### src/rtl/core/str_pkg.sv
package str_pkg;

    localparam int NUM_SLOTS  = 8;
    localparam int IDX_W      = (NUM_SLOTS > 1) ? $clog2(NUM_SLOTS) : 1;
    localparam int CNT_W      = $clog2(NUM_SLOTS + 1);
    localparam int MASK_W     = 8;
    localparam int TIME_W     = 32;
    localparam int FREQ_W     = 18;
    localparam int RADIAL_W   = 15;
    localparam int STRENGTH_W = 16;
    localparam int AGE_CFG_W  = 16;
    localparam int CFG_IDX_W  = 1;
    localparam int CFG_DATA_W = 16;

    // Configuration register indexes
    localparam logic [CFG_IDX_W-1:0] CFG_THRESHOLD = 1'd0;
    localparam logic [CFG_IDX_W-1:0] CFG_MAX_AGE   = 1'd1;

    // Command codes
    localparam logic CMD_REPORT = 1'b0;
    localparam logic CMD_TICK   = 1'b1;

    localparam logic [AGE_CFG_W-1:0]  MAX_AGE_RESET   = 16'd10;
    localparam logic [STRENGTH_W-1:0] THRESHOLD_RESET = 16'd0;

    typedef struct packed {
        logic                         command;
        logic [FREQ_W-1:0]            freq;
        logic [RADIAL_W-1:0]          radial;
        logic signed [STRENGTH_W-1:0] strength;
    } t_str_req;

    typedef struct packed {
        logic [2:0]        slot;
        logic              written;
        logic [3:0]        purged_count;
        logic [MASK_W-1:0] valid_mask;
    } t_str_rsp;

    typedef struct packed {
        logic start;
        logic step;
        logic commit;
    } t_str_cmd;

    typedef struct packed {
        logic scan_last;
        logic out_free;
    } t_str_sts;

endpackage

### src/rtl/core/str_ctrl.sv
module str_ctrl (
    input  logic              i_clk,
    input  logic              i_rst_n,
    input  logic              i_in_valid,
    input  str_pkg::t_str_sts i_sts,
    output str_pkg::t_str_cmd o_cmd,
    output logic              o_in_stall
);

    localparam logic [1:0] ST_IDLE = 2'd0;
    localparam logic [1:0] ST_SCAN = 2'd1;
    localparam logic [1:0] ST_FIN  = 2'd2;

    logic [1:0] r_state;
    logic [1:0] n_state;

    always_comb begin
        n_state = r_state;
        o_cmd   = '0;
        case (r_state)
            ST_IDLE: begin
                if (i_in_valid) begin
                    o_cmd.start = 1'b1;
                    n_state     = ST_SCAN;
                end
            end
            ST_SCAN: begin
                o_cmd.step = 1'b1;
                if (i_sts.scan_last) begin
                    n_state = ST_FIN;
                end
            end
            ST_FIN: begin
                // wait for the output register to free up
                if (i_sts.out_free) begin
                    o_cmd.commit = 1'b1;
                    n_state      = ST_IDLE;
                end
            end
            default: begin
                n_state = ST_IDLE;
            end
        endcase
    end

    always_ff @(posedge i_clk) begin
        if (!i_rst_n) begin
            r_state <= ST_IDLE;
        end else begin
            r_state <= n_state;
        end
    end

    assign o_in_stall = (r_state != ST_IDLE);

endmodule

### src/rtl/core/str_dp.sv
module str_dp (
    input  logic                                i_clk,
    input  logic                                i_rst_n,
    input  str_pkg::t_str_req                   i_in_req,
    input  str_pkg::t_str_cmd                   i_cmd,
    output str_pkg::t_str_sts                   o_sts,
    input  logic                                i_cfg_valid,
    input  logic [str_pkg::CFG_IDX_W-1:0]       i_cfg_index,
    input  logic [str_pkg::CFG_DATA_W-1:0]      i_cfg_data,
    output logic                                o_out_valid,
    input  logic                                i_out_stall,
    output str_pkg::t_str_rsp                   o_out_rsp
);

    localparam int N  = str_pkg::NUM_SLOTS;
    localparam int IW = str_pkg::IDX_W;
    localparam int CW = str_pkg::CNT_W;
    localparam int TW = str_pkg::TIME_W;

    // configuration
    logic signed [str_pkg::STRENGTH_W-1:0] r_threshold;
    logic [str_pkg::AGE_CFG_W-1:0]         r_max_age;

    // table
    logic [N-1:0]                      r_valid;
    logic [str_pkg::FREQ_W-1:0]        r_freq     [N];
    logic [str_pkg::RADIAL_W-1:0]      r_radial   [N];
    logic [str_pkg::STRENGTH_W-1:0]    r_strength [N];
    logic [TW-1:0]                     r_time     [N];
    logic [TW-1:0]                     r_cur_time;

    // current request
    logic                              r_do_write;
    logic [str_pkg::FREQ_W-1:0]        r_req_freq;
    logic [str_pkg::RADIAL_W-1:0]      r_req_radial;
    logic [str_pkg::STRENGTH_W-1:0]    r_req_strength;

    // scan state
    logic [IW-1:0]                     r_idx;
    logic                              r_match_hit;
    logic [IW-1:0]                     r_match_idx;
    logic                              r_inv_hit;
    logic [IW-1:0]                     r_inv_idx;
    logic [IW-1:0]                     r_old_idx;
    logic [TW-1:0]                     r_old_age;
    logic [N-1:0]                      r_purge;
    logic [CW-1:0]                     r_purge_cnt;

    // output register
    logic                              r_out_valid;
    str_pkg::t_str_rsp                 r_out_rsp;

    logic [TW-1:0]                     w_age;
    logic [IW-1:0]                     n_sel;
    logic [N-1:0]                      n_valid;
    logic [CW-1:0]                     n_cnt;
    logic [str_pkg::MASK_W-1:0]        n_mask;

    assign w_age = r_cur_time - r_time[r_idx];

    always_comb begin
        if (r_match_hit) begin
            n_sel = r_match_idx;
        end else if (r_inv_hit) begin
            n_sel = r_inv_idx;
        end else begin
            n_sel = r_old_idx;
        end
    end

    // A freshly written slot has age zero, so it is never purged.
    always_comb begin
        for (int i = 0; i < N; i++) begin
            n_valid[i] = (r_valid[i] & ~r_purge[i]) | (r_do_write && (n_sel == IW'(i)));
        end
        n_mask = '0;
        for (int i = 0; i < str_pkg::MASK_W; i++) begin
            if (i < N) begin
                n_mask[i] = n_valid[IW'(i)];
            end
        end
        n_cnt = r_purge_cnt - CW'(r_do_write && r_purge[n_sel]);
    end

    assign o_sts.scan_last = (r_idx == IW'(N - 1));
    assign o_sts.out_free  = !r_out_valid || !i_out_stall;

    // control registers
    always_ff @(posedge i_clk) begin
        if (!i_rst_n) begin
            r_threshold <= str_pkg::THRESHOLD_RESET;
            r_max_age   <= str_pkg::MAX_AGE_RESET;
            r_valid     <= '0;
            r_cur_time  <= '0;
            r_out_valid <= 1'b0;
        end else begin
            if (i_cfg_valid) begin
                case (i_cfg_index)
                    str_pkg::CFG_THRESHOLD: r_threshold <= i_cfg_data;
                    str_pkg::CFG_MAX_AGE:   r_max_age   <= i_cfg_data;
                    default: ;
                endcase
            end
            if (i_cmd.start && (i_in_req.command == str_pkg::CMD_TICK)) begin
                r_cur_time <= r_cur_time + TW'(1);
            end
            if (i_cmd.commit) begin
                r_valid     <= n_valid;
                r_out_valid <= 1'b1;
            end else if (!i_out_stall) begin
                r_out_valid <= 1'b0;
            end
        end
    end

    // table contents (reset to zero per entry)
    always_ff @(posedge i_clk) begin
        if (!i_rst_n) begin
            for (int i = 0; i < N; i++) begin
                r_freq[i]     <= '0;
                r_radial[i]   <= '0;
                r_strength[i] <= '0;
                r_time[i]     <= '0;
            end
        end else if (i_cmd.commit && r_do_write) begin
            r_freq[n_sel]     <= r_req_freq;
            r_radial[n_sel]   <= r_req_radial;
            r_strength[n_sel] <= r_req_strength;
            r_time[n_sel]     <= r_cur_time;
        end
    end

    // request capture and scan
    always_ff @(posedge i_clk) begin
        if (i_cmd.start) begin
            r_do_write     <= (i_in_req.command == str_pkg::CMD_REPORT)
                              && (i_in_req.strength > r_threshold);
            r_req_freq     <= i_in_req.freq;
            r_req_radial   <= i_in_req.radial;
            r_req_strength <= i_in_req.strength;
            r_idx          <= '0;
            r_match_hit    <= 1'b0;
            r_match_idx    <= '0;
            r_inv_hit      <= 1'b0;
            r_inv_idx      <= '0;
            r_old_idx      <= '0;
            r_old_age      <= '0;
            r_purge        <= '0;
            r_purge_cnt    <= '0;
        end else if (i_cmd.step) begin
            r_idx <= r_idx + IW'(1);
            // later hits overwrite earlier ones: highest index wins
            if (r_freq[r_idx] == r_req_freq) begin
                r_match_hit <= 1'b1;
                r_match_idx <= r_idx;
            end
            if (!r_valid[r_idx]) begin
                r_inv_hit <= 1'b1;
                r_inv_idx <= r_idx;
            end
            // strict compare keeps the lowest index on ties
            if (w_age > r_old_age) begin
                r_old_age <= w_age;
                r_old_idx <= r_idx;
            end
            if (w_age > TW'(r_max_age)) begin
                r_purge[r_idx] <= 1'b1;
                r_purge_cnt    <= r_purge_cnt + CW'(1);
            end
        end
    end

    always_ff @(posedge i_clk) begin
        if (i_cmd.commit) begin
            r_out_rsp.slot         <= r_do_write ? 3'(n_sel) : 3'd0;
            r_out_rsp.written      <= r_do_write;
            r_out_rsp.purged_count <= 4'(n_cnt);
            r_out_rsp.valid_mask   <= n_mask;
        end
    end

    assign o_out_valid = r_out_valid;
    assign o_out_rsp   = r_out_rsp;

endmodule

### src/rtl/core/station_table_replacement.sv
// Beacon station table with match / invalid / oldest slot replacement.
//
// Request channel (i_in_valid / o_in_stall / i_in_req): a request is taken at
// a rising edge with i_in_valid high and o_in_stall low. A tick request
// advances the seconds counter; a report request with strength strictly above
// the strength threshold is stored in a slot chosen as: highest-index slot with
// the same frequency, else highest-index invalid slot, else the oldest slot
// (lowest index on ties). After every request, slots older than max_age drop.
// Result channel (o_out_valid / i_out_stall / o_out_rsp): one result for each
// request, taken at an edge with o_out_valid high and i_out_stall low.
// Configuration (i_cfg_valid / o_cfg_ready): always ready; index 0 writes
// the strength threshold, index 1 writes max_age.
// Timing: the controller walks the table one slot per cycle. After the scan, a
// request's result is committed to the output register, and no new request is
// taken until that commit. A stalled result waits in the output register while
// the next request is accepted and scanned; the new result is loaded once the
// old one is taken. Reset clears all slots, the time counter, and loads a
// strength threshold of 0 and max_age = 10.
module station_table_replacement (
    input  logic                           i_clk,
    input  logic                           i_rst_n,
    input  logic                           i_in_valid,
    output logic                           o_in_stall,
    input  str_pkg::t_str_req              i_in_req,
    output logic                           o_out_valid,
    input  logic                           i_out_stall,
    output str_pkg::t_str_rsp              o_out_rsp,
    input  logic                           i_cfg_valid,
    output logic                           o_cfg_ready,
    input  logic [str_pkg::CFG_IDX_W-1:0]  i_cfg_index,
    input  logic [str_pkg::CFG_DATA_W-1:0] i_cfg_data
);

    str_pkg::t_str_cmd w_cmd;
    str_pkg::t_str_sts w_sts;

    // Config writes land directly in registers; never hold them off.
    assign o_cfg_ready = 1'b1;

    // Sequence the scan: idle, a scan step for each slot, then commit once the output register is free.
    str_ctrl u_ctrl (
        .i_clk      (i_clk),
        .i_rst_n    (i_rst_n),
        .i_in_valid (i_in_valid),
        .i_sts      (w_sts),
        .o_cmd      (w_cmd),
        .o_in_stall (o_in_stall)
    );

    // Hold the table, scan registers and output register.
    str_dp u_dp (
        .i_clk       (i_clk),
        .i_rst_n     (i_rst_n),
        .i_in_req    (i_in_req),
        .i_cmd       (w_cmd),
        .o_sts       (w_sts),
        .i_cfg_valid (i_cfg_valid),
        .i_cfg_index (i_cfg_index),
        .i_cfg_data  (i_cfg_data),
        .o_out_valid (o_out_valid),
        .i_out_stall (i_out_stall),
        .o_out_rsp   (o_out_rsp)
    );

    // An accepted request always puts the block to work.
    a_busy_after_accept: assert property (@(posedge i_clk) disable iff (!i_rst_n)
        (i_in_valid && !o_in_stall) |=> o_in_stall)
        else $error("block not busy after accepting a request");

    // A new result only appears after a request was in progress.
    a_result_from_work: assert property (@(posedge i_clk) disable iff (!i_rst_n)
        $rose(o_out_valid) |-> $past(o_in_stall))
        else $error("result appeared without a request in progress");

    // A result that stored nothing reports slot zero.
    a_slot_zero: assert property (@(posedge i_clk) disable iff (!i_rst_n)
        (o_out_valid && !o_out_rsp.written) |-> (o_out_rsp.slot == 3'd0))
        else $error("nonzero slot on a result that stored nothing");

    // The slot just written is valid in the reported mask.
    a_written_valid: assert property (@(posedge i_clk) disable iff (!i_rst_n)
        (o_out_valid && o_out_rsp.written && (str_pkg::NUM_SLOTS <= 8))
            |-> o_out_rsp.valid_mask[o_out_rsp.slot])
        else $error("written slot not shown valid");

endmodule

### config.mk
export PLATFORM = sky130hd
export DESIGN_NAME = station_table_replacement
export DESIGN_NICKNAME = d
export VERILOG_FILES = /design/src/rtl/core/str_pkg.sv /design/src/rtl/core/str_ctrl.sv /design/src/rtl/core/str_dp.sv /design/src/rtl/core/station_table_replacement.sv
export SDC_FILE = /design/constraint.sdc
export NUM_CORES = 1
export LEC_CHECK = 0
export BUFFER_PORTS_ARGS = -buffer_cell sky130_fd_sc_hd__buf_4
export CAP_MARGIN = 5
export CELL_PAD_IN_SITES_DETAIL_PLACEMENT = 0
export CELL_PAD_IN_SITES_GLOBAL_PLACEMENT = 1
export CORE_MARGIN = 2
export CORE_UTILIZATION = 55
export CTS_BUF_LIST = sky130_fd_sc_hd__clkbuf_16
export DETAILED_ROUTE_END_ITERATION = 6
export PLACE_DENSITY_LB_ADDON = 0.1
export SLEW_MARGIN = 20
export SYNTH_ARGS = -nofsm -noshare
export SYNTH_HDL_FRONTEND = slang
export SYNTH_SLANG_ARGS = --single-unit
### constraint.sdc
create_clock -name i_clk -period 13.7 [get_ports i_clk]
set_input_delay 0.685 -clock i_clk [delete_from_list [all_inputs] [get_ports i_clk]]
set_output_delay 0.685 -clock i_clk [all_outputs]
set_load 0.03 [all_outputs]
-- After elaboration in Yosys (flattened, before gate mapping)
Memories as Yosys holds them, arrays and structs flattened. A register that Yosys moved wholly into a read port is not among the register bits.
Cells that the tools add are included.
- output and inout port bits: 19
- logic and storage cells: 138
- register bits after elaboration: 164
- memories kept: 2
- memory bits (writable): 400
- input bits: 72
- $lt $le $gt $ge: 6
- add/sub/neg operators: 5
- eq/ne operators: 15
- multiplexer cells: 33
- reduce and logical (&&, ||, !) cells: 28
- bitwise logic cells: 28
- memories (name ; depth ; width ; rd ports ; clocked after Yosys merged registers in ; write ports ; RTL line ; text):
    u_dp.r_time ; 8 ; 32 ; 1 ; 1 ; 8 ; str_dp.sv:29 ; logic [TW-1:0] r_time [N];
    u_dp.r_freq ; 8 ; 18 ; 1 ; 1 ; 8 ; str_dp.sv:26 ; logic [str_pkg::FREQ_W-1:0] r_freq [N];
- operators by type and width (kind ; count):
    adder 32 x 1 -> 32 bit (second input constant) ; 1
    greater-than comparator 32 x 16 -> 1 bit ; 1
    greater-than comparator 32 bit ; 1
    two-way mux 32 bit ; 1
    OR reduction 32 bit ; 1
    subtractor 32 bit ; 1
    two-way mux 3 bit ; 8
    equality test 18 bit ; 1
    two-way mux 18 bit ; 1
    OR reduction 18 bit ; 1
    greater-than comparator 16 bit ; 1
    two-way mux 1 bit ; 16
    equality test 3 bit (second input constant) ; 5
    logical AND 1 bit ; 13
    AND reduction 2 bit ; 6
    NOT 1 bit ; 11
    bitwise AND 1 bit ; 8
    < comparator 3 x 4 -> 1 bit (second input constant) ; 2
    OR 1 bit ; 8
    OR 8 bit ; 1
    binary-select mux 1 bit (select 3 bit) ; 2
    equality test 3 x 2 -> 1 bit (second input constant) ; 2
    two-way mux 2 bit ; 3
    inequality test 2 x 1 -> 1 bit (second input constant) ; 3
    16 further kinds ; 17

-- Depth between registers and ports, before layout
Gate-level depths: netlist of run 1.
- depth after elaboration: 10
- depth in mapped cells: 25
- mapped depth without buffers: 21

-- Modules after synthesis
From an unflattened synthesis of run 1, not the netlist that was laid out.
- cells, all modules: 2314
- area, all modules: 28422.3 sq um
- modules (own cells, without submodules) (module ; area an instance (sq um) ; instances ; seq. area each (sq um) ; cells an instance):
    str_dp ; 28275.9 ; 1 ; 15625.0 ; 2298
    str_ctrl ; 135.1 ; 1 ; 40.0 ; 14
    station_table_replacement ; 11.3 ; 1 ; 0.0 ; 2

-- Least setup slack after synthesis of run 1
Ideal clock, no wire load.
- path kind: register to register
- start point: register (tool-made name)
- end point: register u_dp.r_old_age[30]
- arrival time: 5.839 ns
- setup slack: 7.692 ns
- stages on the path, launching flop included: 25
- library setup time: 0.170 ns
- data required time: 13.530 ns
- path buffers: 6
- cell sequence: dfxtp_1 -> buf_2 -> buf_1 -> buf_1 -> mux4_2 -> mux2i_1 -> ha_1 -> buf_2 -> nand4_2 -> or3_4 -> or4_4 -> a31oi_4 -> o21ai_2 -> a221oi_4 -> inv_1 -> ha_1 -> nand4_1 -> or3_1 -> nor4_1 -> a41oi_1 -> o31a_1 -> clkbuf_1 -> buf_1 -> nand3_1 -> a21oi_1
- RTL lines (item ; RTL line ; text):
    to (signal assigned) ; str_dp.sv:163 ; r_old_age <= w_age;
    to (decl) ; str_dp.sv:45 ; logic [TW-1:0] r_old_age;

==> metrics.md, run 1 <==
| Metric | Value |
|---|---|
| Vias/cell | `5.968` |
| Starting DRT DRC Count | `1584` |
| RSZ-0062 raised after global routing | `no` |
| Worst VDD drop | `121.2 µV` |
| Detailed Route WL | `67.93 mm` |
| Initial antenna violation count | `1` |
| H-tree Lvls | `2` |
| Setup bufs post-CTS | `0` |
| CTS tree | `built` |
| Yosys reg bits | `567` |
| Critical Path Start Type | `flip-flop` |
| ANT cells | `0` |
| I/O pins | `91` |
| Post-CTS sizing | `0` |
| Final hold violations | `0` |
| Final max-slew violation count | `0` |
| Min Tclk post-route | `7.862 ns` |
| Setup_tns | `0 ns` |
| Fraction of the yosys area taken by sequential cells | `0.5575` |
| Layout area overhead | `10.55%` |
| Clk sinks | `567` |
| Leakage power | `11.27 nW` |
| Slew HR | `0.3372` |
| Routability cong. | `0.8938` |
| Root buffer cell | `clkbuf_16` |
| Crit-path max FO | `41` |
| Die X | `230.0 µm` |
| YS warnings | `0` |
| Via count | `18160` |
| CP cell instances | `buf_4, buf_4, mux4_2, mux2i_1, ha_1, a21oi_1, o21ai_0, a21oi_1, a21o_1, nand2_1, xor2_1, ha_1, a21oi_1, o21ai_0, nor4_1, a211oi_1, a21oi_1, or4b_1, nor4_1, a31oi_1, a32o_1` |
| Least-Margin Pin Slew | `0.9895 ns` |
| Netlist cell types | `82` |
| CP arrival | `8.38 ns` |
| Syn Inst Count | `2310` |
| Cts hold-fix bufs | `0` |
| Crit path top cell by count | `a21oi_1` |
| Clk_lat worst skew | `0.63 ns` |
| Synth area leader | `edfxtp_1` |
| Starting Density | `0.5589` |
| DR pass1 iterations | `5` |
| Critical path class | `reg -> reg` |
| Die Height | `230.0 µm` |
| Die ar. | `52910 µm²` |
| Total Power | `4.299 mW` |
| Setup Skew | `0.04383 ns` |
| FMAX | `127.2 MHz` |
| Core footprint | `50270 µm²` |
| Hold Crit Class | `in -> reg` |
| Max-cap check violation count | `0` |
| Nets | `2495` |
| WL/cell | `22.33 µm` |
| Num CTS Buffers | `57` |
| First-pass GRT wire length | `105.9 mm` |
| Port Buffers | `70` |
| Hold depth | `1` |
| Worst hold start | `i_in_req[34]` |
| Post-synth ARST share | `0` |
| Critical path data required time | `14.22 ns` |
| Reg2reg end | `u_dp.r_purge[4]` |
| Drc violations | `0` |
| Vias in the first global route | `18450` |
| Layout cell share with drive strength beyond 1 | `0.1409` |
| Final setup violation count | `0` |
| Clock buffer depth | `3` |
| Cell Area, Synth | `28100 µm²` |
| Largest cells by area after synthesis | `edfxtp_1, dfxtp_1, and2_1, mux4_2, ha_1` |
| Post-synth EDFFs | `431` |
| Largest net degree at the start of global routing | `74` |
| Mapped Avg Cell Area | `12.16 µm²` |
| Largest stage delay on the critical path | `0.68 ns` |
| Overflow after GRT | `0` |
| Hold WS | `0.2291 ns` |
| Power per standard cell area | `138.4 nW/µm²` |
| Synth top area share | `0.4606` |
| Final HPWL DP | `40.22 mm` |
| Hold Crit Endpoint | `u_dp.r_req_freq[3]` |
| Most used DFF post-synth | `edfxtp_1` |
| Setup crit end kind | `flip-flop` |
| Cells on worst reg2reg path | `21` |
| Setup slack, reg-to-reg | `5.84 ns` |
| Clock-pin slew reported for the worst setup and hold paths after clock tree synthesis | `0.06 ns` |
| Status | `completed` |
| Remaining antenna violation count | `0` |
| Period utilization | `0.5739` |
| Total track usage | `0.2609` |
| Slowest CP cell | `dfxtp_4` |
| FP Rows | `82` |
==> per-layer routing <==
metal,wire length [µm],GRT usage
met5,0,0
met4,1771,0.08266
met3,4042,0.03001
met2,33540,0.4405
met1,28570,0.3554
==> placed cells by master (no fill, tap or decap), types with 6 or more instances in the layout <==
cell type,count
dfxtp_1,133
a32o_1,6
o211ai_1,7
nand4_1,23
nor2_4,6
nor4_1,18
a31oi_1,6
and4_1,7
a211oi_1,10
o21ai_0,71
or3_1,10
a21o_1,22
and3_1,13
o21a_1,11
nor2_1,77
xnor2_1,42
clkbuf_16,57
inv_1,105
ha_1,101
clkinv_2,11
clkinv_1,14
buf_4,99
nor2b_1,14
nand2b_1,9
mux2i_1,64
o21ai_4,8
xor2_1,26
nand2_1,137
nand3_1,54
a21oi_1,138
and2_1,371
inv_2,6
edfxtp_1,431
o21bai_1,7
mux4_2,103
nor3_1,49
==> logic make-up after synthesis <==
group | synth area share
simple gates | 0.1587
flops | 0.5575
compound gates | 0.07654
buf+inv | 0.03357
mux | 0.1066
fa+ha+maj | 0.04569
xor+xnor | 0.02120
other cells | 0.0002673
==> report_power, final <==
| group | total (mW) | internal (mW) | switching (mW) | leakage, nW |
|---|---|---|---|---|
| Sequential | 2.00 | 1.93 | 0.0653 | 5.55 |
| Combinational | 0.827 | 0.342 | 0.484 | 4.79 |
| Clock | 1.47 | 0.813 | 0.661 | 0.930 |
| Total | 4.30 | 3.09 | 1.21 | 11.3 |
==> worst max path at each step <==
stage	from	end	slack [ns]	cells after the start
finish	flip-flop	u_dp.r_purge[4]	5.84	21
global route	flip-flop	u_dp.r_purge[4]	5.41	21
CTS	flip-flop	u_dp.r_purge[4]	5.81	21
detailed placement	flip-flop	u_dp.r_purge[4]	5.86	21
global placement	flip-flop	u_dp.r_purge[2]	5.93	21
floorplan	flip-flop	u_dp.r_old_age[30]	7.69	24
==> state kept, by name, summed over array words and instances, names as in the netlist, 8 cells and up, named ones only <==
register	cells
u_dp.r_req_freq	18
u_dp.r_purge	8
u_dp.r_freq	144
u_dp.r_time	256
u_dp.r_threshold	16
u_dp.r_max_age	16
u_dp.r_valid	8
u_dp.r_cur_time	32
u_dp.o_out_rsp	12
u_dp.r_old_age	32
==> per-stage QoR <==
step / std cells / utilization / instance area, µm² / setup WS, ns
3_5_place_dp: 2934 / 0.5827 / 29300 / 5.857
2_1_floorplan: 2313 / - / 28110 / 7.692
5_1_grt: 3042 / 0.6179 / 31060 / 5.410
6_report: 3042 / 0.6179 / 31060 / 5.838
4_1_cts: 3042 / 0.6178 / 31060 / 5.815
3_3_place_gp: 2934 / 0.5827 / 29300 / 5.927
==> critical path: cells and delay by family, from the launching register on <==
family	cells	cell delay (ns)
xor gates and xnor gates	1	0.46
muxes	2	0.63
buffers and inverters	2	1.14
DFF	1	0.68
AOI/OAI and AO/OA	10	2.54
adders and majority gates	2	0.73
and+or+nand+nor	4	1.45
==> area by class of cell <==
class / count / area (µm²)
Multi-Input combinational cell: 1501 / 11660
Clock inverter: 51 / 339.1
Fill cell: 3987 / 19210
Sequential cell: 567 / 15680
Timing Repair Buffer: 100 / 763.2
Inverter: 94 / 352.8
Clock buffer: 57 / 1426
Tap cell: 672 / 840.8
==> cell usage after synthesis, drive strengths merged, types with 29 or more instances <==
master  number
nor3        51
and2       371
nor2        83
nand3       54
buf         29
nand2      138
clkbuf     122
a21oi      139
inv         92
dfxtp      136
xnor2       42
edfxtp     431
o21ai       83
mux2i       64
mux4       103
ha         101
Power figures use the tool's default switching activity.
==> run 2: changes to the inputs <==
- CORE_UTILIZATION: 55 -> 52
- clock period: 13.7 -> 7.7 ns (I/O delays scaled with it)
==> run 2 against run 1 <==
Effect of this change:
- clock power increased by 96%
- cell area increased by 1.7%
- register-to-register slack got worse by 4.9 ns
- clock skew increased by 0.024 ns
- global-route usage decreased by 0.55 points
- sequential cell count unchanged
- setup slack got worse by 4.9 ns
- total power increased by 85%
- die area increased by 5.7%
- first-iteration DRC count increased by 3.5%
- count of clock-buffer cells in the layout increased by 1
- via count increased by 0.57%
==> metrics.md, run 2 (synthesized netlist as in run 1, its figures left out) <==
| Metric | Value |
|---|---|
| Hold Crit Class | `in -> reg` |
| Critical Path Start Type | `flip-flop` |
| Hold WS | `0.03492 ns` |
| Setup WS pre-CTS | `0.9301 ns` |
| Leakage power | `11.49 nW` |
| Final HPWL DP | `42.25 mm` |
| Least-Margin Pin Slew | `1.022 ns` |
| Setup slack, reg-to-reg | `0.94 ns` |
| Final Cell Area | `31590 µm²` |
| Slowest CP cell | `dfxtp_4` |
| Status | `completed` |
| Clock buffer depth | `3` |
| Remaining antenna violation count | `0` |
| Hold Crit Endpoint | `u_dp.o_out_valid` |
| Reg2reg end | `u_dp.r_purge[1]` |
| Final hold violations | `0` |
| Commonest non-fill, non-tap cell in the layout | `edfxtp_1` |
| Via count | `18260` |
| Worst VDD drop | `197.3 µV` |
| FP Rows | `85` |
| Largest register FFs | `256` |
| Largest stage delay on the critical path | `0.64 ns` |
| Vias/cell | `5.888` |
| Total track usage | `0.2554` |
| Core footprint | `53600 µm²` |
| Setup Skew | `0.06785 ns` |
| Power per standard cell area | `251.2 nW/µm²` |
| Die X | `236.5 µm` |
| Biggest regs | `u_dp.r_time x256, u_dp.r_freq x144` |
| Largest net degree at the start of global routing | `77` |
| Count of buffer and inverter cells on the critical path | `3` |
| Post-CTS sizing | `0` |
| Setup bufs post-CTS | `0` |
| Nets | `2528` |
| Clk_lat worst skew | `0.67 ns` |
| Clk sinks | `567` |
| Root buffer cell | `clkbuf_16` |
| Layout cell share with drive strength beyond 1 | `0.1498` |
| Placed Cells | `2972` |
| Drc violations | `0` |
| Initial antenna violation count | `0` |
| Cts hold-fix bufs | `18` |
| Routability cong. | `0.8697` |
| FMAX | `148.0 MHz` |
| Fillers | `4389` |
| CP arrival | `7.29 ns` |
| Max-cap check violation count | `0` |
| H-tree Lvls | `2` |
| Final setup violation count | `0` |
| Worst hold start | `i_out_stall` |
| CP delay by family, top | `compound AO/OA/AOI/OAI gates` |
| Starting Density | `0.5242` |
| Die Height | `236.5 µm` |
| First-pass GRT wire length | `108.4 mm` |
| Most frequent cells in the layout | `edfxtp_1, and2_1, a21oi_1` |
| Cells on worst reg2reg path | `22` |
| DR pass1 iterations | `6` |
| RSZ-0062 raised after global routing | `no` |
| Crit-path max FO | `20` |
| Die ar. | `55910 µm²` |
| Period utilization | `0.8775` |
| Hold depth | `3` |
| Final max-slew violation count | `0` |
| Starting DRT DRC Count | `1640` |
| CTS tree | `built` |
| Port Buffers | `70` |
| Layout area overhead | `12.42%` |
| Min Tclk post-route | `6.757 ns` |
| Crit path top cell by count | `a21oi_1` |
| Clock-pin slew reported for the worst setup and hold paths after clock tree synthesis | `0.06 ns` |
| Final non-filler cell total | `3101` |
| Critical path data required time | `8.23 ns` |
| Detailed Route WL | `70.34 mm` |
| Num CTS Buffers | `58` |
| Critical path class | `reg -> reg` |
| Overflow after GRT | `0` |
| CP cell instances | `buf_12, mux4_2, mux2i_1, ha_1, a21oi_1, o21ai_0, buf_4, a21oi_1, a21o_1, nand2_1, xor2_1, ha_1, a21oi_1, o21ai_0, nor4_1, a211oi_1, a21oi_1, or4b_1, nor4_1, buf_4, a31oi_1, a32o_1` |
| Setup crit end kind | `flip-flop` |
| Most flop-heavy register | `u_dp.r_time` |
| Slew HR | `0.3189` |
| WL/cell | `22.68 µm` |
| I/O pins | `91` |
| Placed cell area | `29460 µm²` |
| Setup_tns | `0 ns` |
| Vias in the first global route | `18300` |
| Setup ws final | `0.9431 ns` |
## run 2: changes by cell type in the layout (fill, tap and decap cells not counted), sizes merged, moves of 5 or more
cell,previous run,this run
inv,112,104
bufinv,3,8
clkinv,27,32
dlygate4sd3,0,18
buf,100,114
## run 2: cell type report
| class | count | area, µm² | area share |
|---|---|---|---|
| inverter | 94 | 352.8 | 0.01117 |
| timing repair buffer | 132 | 1074 | 0.03398 |
| antenna | 1 | 2.502 | 0.00007922 |
| clock buffer | 58 | 1451 | 0.04595 |
| sequential | 567 | 15680 | 0.4963 |
| clock inverter | 52 | 496.7 | 0.01572 |
| multi-input combinational | 1501 | 11660 | 0.3693 |
| tap | 696 | 870.8 | 0.02757 |
## run 2: tightest hold or removal path: cells and delay by family
kind,cells,cell delay (ns)
buffers and inverters,1,0.12
and+or+nand+nor,1,0.07
AOI/OAI and AO/OA,1,0.06
## run 2: how the worst max path moves through the flow
stage	cells after the start	from	endpoint	slack [ns]
2_1_floorplan	24	flip-flop	u_dp.r_old_age[30]	1.69
3_3_place_gp	19	flip-flop	u_dp.r_old_age[12]	1.04
3_5_place_dp	22	flip-flop	u_dp.r_purge[2]	0.93
4_1_cts	22	flip-flop	u_dp.r_purge[2]	0.89
5_1_grt	22	flip-flop	u_dp.r_purge[1]	0.41
6_report	22	flip-flop	u_dp.r_purge[1]	0.94
## run 2: metal layers
| layer | vias up | track usage | wire (µm) |
|---|---|---|---|
| li1 | 8512 | - | - |
| met3 | 104 | 0.03929 | 3847 |
| met2 | 502 | 0.4205 | 33840 |
| met5 | - | 0 | 0 |
| met1 | 9142 | 0.3521 | 30710 |
| met4 | 0 | 0.07787 | 1943 |
## run 2: metrics by stage
stage | utilization | power [mW]
floorplan | - | 4.666
global placement | 0.5495 | 5.082
detailed placement | 0.5495 | 5.114
CTS | 0.5892 | 7.999
global route | 0.5893 | 8.296
finish | 0.5893 | 7.934
## run 2: report_power, final
group          total (mW)  switching [mW]  leakage (nW)  internal [mW]
sequential           3.55           0.110          5.55           3.44
combinational        1.51           0.872          4.94          0.634
clock                2.88            1.23         0.999           1.64
total                7.93            2.22          11.5           5.72
